$ cat config.mk
export PLATFORM = sky130hd
export DESIGN_NAME = pidl_cell
export DESIGN_NICKNAME = d
export VERILOG_FILES = /design/src/rtl/pidl_pkg.sv /design/src/rtl/pidl_cell.sv
export SDC_FILE = /design/constraint.sdc
export NUM_CORES = 1
export LEC_CHECK = 0
export BUFFER_PORTS_ARGS = -buffer_cell sky130_fd_sc_hd__clkbuf_2
export CAP_MARGIN = 25
export CORE_MARGIN = 3
export CORE_UTILIZATION = 25
export DETAILED_ROUTE_END_ITERATION = 8
export SYNTH_ARGS = -nofsm -noshare
export SYNTH_HDL_FRONTEND = slang
export SYNTH_SLANG_ARGS = --single-unit
$ cat constraint.sdc
create_clock -name i_clk -period 6.3 [get_ports i_clk]
set_clock_uncertainty 0.05 [all_clocks]
set_input_delay 1.26 -clock i_clk [delete_from_list [all_inputs] [get_ports i_clk]]
set_output_delay 1.26 -clock i_clk [all_outputs]
set_load 0.1 [all_outputs]
$ cat src/rtl/pidl_pkg.sv
package pidl_pkg;

    // Store size and derived widths
    localparam int CAPACITY  = 64;
    localparam int POS_W     = 7;
    localparam int DATA_W    = 32;
    localparam int IDX_OUT_W = 6;
    localparam int STAT_W    = 2;
    localparam int REQ_W     = 2;
    localparam int CIDX_W    = (CAPACITY > 1) ? $clog2(CAPACITY) : 1;
    localparam int CNT_W     = $clog2(CAPACITY + 1);
    localparam int CMP_W     = (CNT_W > POS_W) ? CNT_W : POS_W;
    localparam int WIDE_W    = (CIDX_W > IDX_OUT_W) ? CIDX_W : IDX_OUT_W;

    // Request codes
    localparam logic [REQ_W-1:0] REQ_INS  = 2'd0;
    localparam logic [REQ_W-1:0] REQ_DEL  = 2'd1;
    localparam logic [REQ_W-1:0] REQ_READ = 2'd2;

    // Result status codes
    localparam logic [STAT_W-1:0] STAT_OK     = 2'd0;
    localparam logic [STAT_W-1:0] STAT_BADPOS = 2'd1;
    localparam logic [STAT_W-1:0] STAT_EMPTY  = 2'd2;
    localparam logic [STAT_W-1:0] STAT_FULL   = 2'd3;

    // Chain operations broadcast to every cell
    localparam logic [1:0] OP_HOLD = 2'd0;
    localparam logic [1:0] OP_INS  = 2'd1;
    localparam logic [1:0] OP_DEL  = 2'd2;
    localparam logic [1:0] OP_ROT  = 2'd3;

    typedef struct packed {
        logic [1:0]        op;
        logic [CMP_W-1:0]  pos;       // insert/delete position
        logic [CMP_W-1:0]  last_idx;  // live count minus one, for rotation wrap
        logic [DATA_W-1:0] value;     // value to insert
    } t_cell_ctrl;

endpackage

$ cat src/rtl/pidl_cell.sv
module pidl_cell (
    input  logic                       i_clk,
    input  pidl_pkg::t_cell_ctrl       i_ctrl,
    input  logic [pidl_pkg::CIDX_W-1:0] i_idx,
    input  logic [pidl_pkg::DATA_W-1:0] i_left,
    input  logic [pidl_pkg::DATA_W-1:0] i_right,
    input  logic [pidl_pkg::DATA_W-1:0] i_head,
    output logic [pidl_pkg::DATA_W-1:0] o_data
);
    import pidl_pkg::*;

    logic [DATA_W-1:0] r_data;
    logic [DATA_W-1:0] n_data;
    logic [CMP_W-1:0]  w_idx;

    assign w_idx = CMP_W'(i_idx);

    // Next entry: hold, shift up, shift down or rotate toward the head
    always_comb begin
        n_data = r_data;
        case (i_ctrl.op)
            OP_INS: begin
                if (w_idx > i_ctrl.pos) begin
                    n_data = i_left;
                end else if (w_idx == i_ctrl.pos) begin
                    n_data = i_ctrl.value;
                end
            end
            OP_DEL: begin
                if (w_idx >= i_ctrl.pos) begin
                    n_data = i_right;
                end
            end
            OP_ROT: begin
                if (w_idx == i_ctrl.last_idx) begin
                    n_data = i_head;
                end else if (w_idx < i_ctrl.last_idx) begin
                    n_data = i_right;
                end
            end
            default: begin
                n_data = r_data;
            end
        endcase
    end

    always_ff @(posedge i_clk) begin
        r_data <= n_data;
    end

    assign o_data = r_data;

endmodule

### Yosys cells after proc, flatten, opt, wreduce, memory -nomap -nowiden

Index checks and enable logic that the tools add are counted.

* $lt $le $gt $ge: 3
* muxes and demuxes: 6
* equality and inequality tests: 8
* reduce and logical (&&, ||, !) cells: 2

Operators by type and width (number)
* $mux 32: 5
* $pmux 32 s3: 1
* $eq 6x7->1: 2
* $ge 6x7->1: 1
* $gt 6x7->1: 1
* $lt 6x7->1: 1
* $ne 3x3->1 const B: 2
* $eq 2x2->1 const B: 2
* $reduce_and 4->1: 1
* $reduce_bool 3->1: 1
* $eq 2x1->1 const B: 1
* $ne 2x2->1 const B: 1

* input bits: 151
* logic and storage cells: 20
* flip-flop bits (word level): 32
* output and inout port bits: 32

### Longest topological paths before layout

* depth in word-level cells: 4
* mapped depth: 9
* gate-level depth less buffers: 6

### Worst setup path before layout

Ideal clock, no wire load.

* path kind: input to register
* start: in i_ctrl[34] (netlist name)
* end: reg r_data[0] (netlist: o_data[0]), enable pin
* required time: 5778 ps
* path buffers: 2
* stages on the path: 8
* arrival: 4666 ps
* path slack: 1112 ps
* library setup time: 472 ps
* cell sequence: inv_1 -> ha_1 -> and3_1 -> buf_2 -> buf_6 -> nand2b_1 -> a21oi_1 -> o32ai_1

* cells in the longest elaborated chain, start to end: 3
* elaborated cells between the ends (all ways): 4
* those cells by class: order compare (1); eq/ne (2); reduce/logical (1)

Ends and longest elaborated chain
* start: declaration: RTL line pidl_cell.sv:3 `input pidl_pkg::t_cell_ctrl i_ctrl,`
* $lt 6x7->1 / $eq 6x7->1 (equally long branches): RTL line pidl_cell.sv:37, pidl_cell.sv:35
* $ne 3x3->1 (no line) *
* $reduce_and 4->1 (no line) *
* end signal: assignment: RTL line pidl_cell.sv:48 `r_data <= n_data;`
* end: declaration: RTL line pidl_cell.sv:12 `logic [DATA_W-1:0] r_data;`

Mark *: on every way between the ends. The rest lies on a longest branch, timed or not.
A chain may end at the register's enable or synchronous reset.

### Worst setup path after layout

* start: in i_ctrl[41] (netlist name)
* end: reg r_data[23] (netlist: o_data[23]), enable pin

* cells in the longest elaborated chain, start to end: 3
* elaborated cells between the ends (all ways): 6
* those cells by class: order compare (2); eq/ne (3); reduce/logical (1)

Ends and longest elaborated chain
* $gt 6x7->1, or another cell as far along: RTL line pidl_cell.sv:23 `if (w_idx > i_ctrl.pos) begin`
* $ne 3x3->1 (no line) / $ne 2x2->1 (equally long branches)
* $reduce_and 4->1 (no line) *

Marks and branches as above.

==> results.md <==
* Outcome: completed
* CTS tree: done
* Slew HR at 0.3842
* Final Cycle Share at 0.6975
* Global route overflow at 0
* Fin crit period at about 4.4 ns
* Post-Syn Nets at around 670
* Post-synth ARST share at 0
* # setup viols final at 0
* Largest cells by area after synthesis: edfxtp_1 24%, inv_1 7.1%, a31o_2 7.0%, and4_1 7.0%, o211ai_1 6.0%
* Layout Utilization at 0.3334
* CTS Hold Buffers Added at 0
* CP top delay family: buffers and inverters
* GPL Wtd Cong at between 0.7 and 0.8
* RSZ-0062 raised after global routing: no
* TritonRoute pass-1 iters at 6
* Antenna violations before repair at 0
* Via-to-Cell Ratio at ~5.5
* Pwr Density at around 210 nW/um^2
* Min-Delay Path Class: input pin to register
* Die Y at 132.5 um
* # diodes at 0
* FF+latch count, synth at 32
* Drc violations at 0
* Max FFs per register at 32
* CP most frequent cell: buf_4
* Antenna Nets Post-Route at 0
* Synth unique cells at 40
* Area Growth Syn to Fin at 28.63%
* TritonCTS buffer count at 5
* Largest net degree at the start of global routing at 67
* Die Wd at between 100 and 150 um
* Root Buffer: clkbuf_16
* Max Fclk at ~230 MHz
* Number of I/O port buffers at about 180
* Drt wl/cell at roughly 18 um
* First-pass GRT wire length at between 20000 and 25000 um
* CP Capture Type: register
* Hold Slack at 1.359 ns
* Crit-path max FO at 33
* Sequential share of the synthesized area at 0.2403
* Clock sink count at 32
* Setup tns final at 0 ns
* Slowest-stage cell, CP: ha_1
* Cts repair resizes at 0
* Final Max Tran Viols at 0
* Clock slew at reported path FFs at about 0.060 ns
* Vias post-DR at about 4600
* EDFF count, synth at 32
* FP Rows at 45
* Worst Hold Endpoint: o_data[10]$_DFFE_PP_
* Top cells by count, synth: 76 x inv_1, 36 x a21oi_1, 33 x clkbuf_1
* Clock Path Buffers at 2
* Hold Crit Depth at 3
* Hold_sp: i_ctrl[10]
* Main synth FF type: edfxtp_1
* Core area at around 15000 um^2
* Critical path class: input pin to register
* Final wirelength at 15250 um
* Worst-path cell chain: clkbuf_2, inv_1, ha_1, buf_4, nand3b_1, a31oi_4, buf_4, a21oi_1, o32ai_4, buf_4
* Leakage at between 2 and 2.5 nW
* Final Instance Count excl. Fillers at approximately 850
* Total power draw at approximately 1.1 mW
* Post-synth top area share at 0.2403
* Global-route usage over all layers at 0.1666
* Die Area at between 15000 and 20000 um^2
* Placed Instances at 840
* Post-CTS setup buffers at 0
* I/O pin count at ~180
* CP required at between 6 and 7 ns
* Final #Nets at 800
* Buf/Inv on CP at 5
* DP HPWL at ~11000 um
* Initial Utilization at 0.2592
* Share of layout cells above drive strength 1 at 0.3777
* Hold violation total from the final report at 0
* Synthesis Warnings at 0
* Yosys top cell by area: edfxtp_1
* Most numerous cell in the Yosys netlist: inv_1
* Synth Instances at slightly above 500
* Critical Path Start Type: input pin
* Max-cap viol count at 0
* Vias in the first global route at between 4000 and 5000
* Peak VDD IR at between 0.09 and 0.1 mV
* Crit-path max cell delay at roughly 0.75 ns
* Netlist Area Pre-Place at 3999 um^2
* Average cell area after synthesis at approximately 7.9 um^2
* CTS H-Tree Depth at 2
* 1st-iter DRT viols at 332
* CP arrival at 4.31 ns
* Worst slew pin tran at about 0.9 ns
worst max-delay path by stage:
stage / startpoint / to / slack [ns] / cells after the start
4_1_cts: i_ctrl[41] / o_data[23]$_DFFE_PP_ / 1.90 / 10
3_3_place_gp: i_ctrl[41] / o_data[23]$_DFFE_PP_ / 1.66 / 10
5_1_grt: i_ctrl[41] / o_data[23]$_DFFE_PP_ / 1.60 / 10
2_1_floorplan: i_ctrl[34] / o_data[0]$_DFFE_PP_ / 1.11 / 8
6_report: i_ctrl[41] / o_data[23]$_DFFE_PP_ / 1.91 / 10
3_5_place_dp: i_ctrl[41] / o_data[23]$_DFFE_PP_ / 1.60 / 10
kinds of logic (layout without fill, tap and decap cells):
family | after synthesis | after routing | share of synthesized area
AOI/OAI and AO/OA | 206 | 206 | 0.3786
buffers and inverters | 145 | 279 | 0.1605
and+or+nand+nor | 108 | 108 | 0.1809
DFF | 32 | 32 | 0.2403
adders and majority gates | 12 | 12 | 0.03755
xor gates and xnor gates | 1 | 1 | 0.002191
cell type report:
class | instances | area [um^2]
timing repair buffer | 194 | 1041
sequential | 32 | 960.9
clock inverter | 2 | 35.03
fill | 1696 | 10280
multi-input combinational | 327 | 2425
tap | 211 | 264.0
clock buffer | 6 | 128.9
inverter | 77 | 289.0
metal layers:
metal	track usage	share of wire	up-vias
li1	-	-	2276
met1	0.2235	0.44	2140
met2	0.2811	0.48	214
met3	0.02700	0.068	17
met4	0.03984	0.013	0
met5	0	0	-
report_power, final:
group | internal, mW | switching (mW)
registers | 0.276 | 0.0104
clock network | 0.186 | 0.0950
logic | 0.125 | 0.404
total | 0.587 | 0.510
tightest hold or removal path: cells and delay by family:
family,cells,cell delay [ns]
compound gates,2,0.23
buf+inv,1,0.09
per-stage QoR:
step	setup WS (ns)	cell area, um^2
floorplan	1.112	3999
global placement	1.662	4925
detailed placement	1.602	4952
CTS	1.897	5116
global route	1.600	5144
finish	1.906	5144
layout by cell type, fill, tap and decap left out, types with 2 or more instances in the layout:
cell type / count
nand4_1: 32
a31o_2: 32
o311ai_0: 19
a21oi_1: 36
o311ai_1: 13
edfxtp_1: 32
ha_1: 12
a31oi_1: 32
buf_4: 10
o211ai_1: 32
a211oi_1: 2
clkbuf_2: 182
inv_1: 76
nor3_1: 32
buf_16: 2
and4_1: 32
nand2_1: 2
o31ai_1: 32
clkbuf_16: 5
No activity file was read; power rests on OpenSTA's default activity.
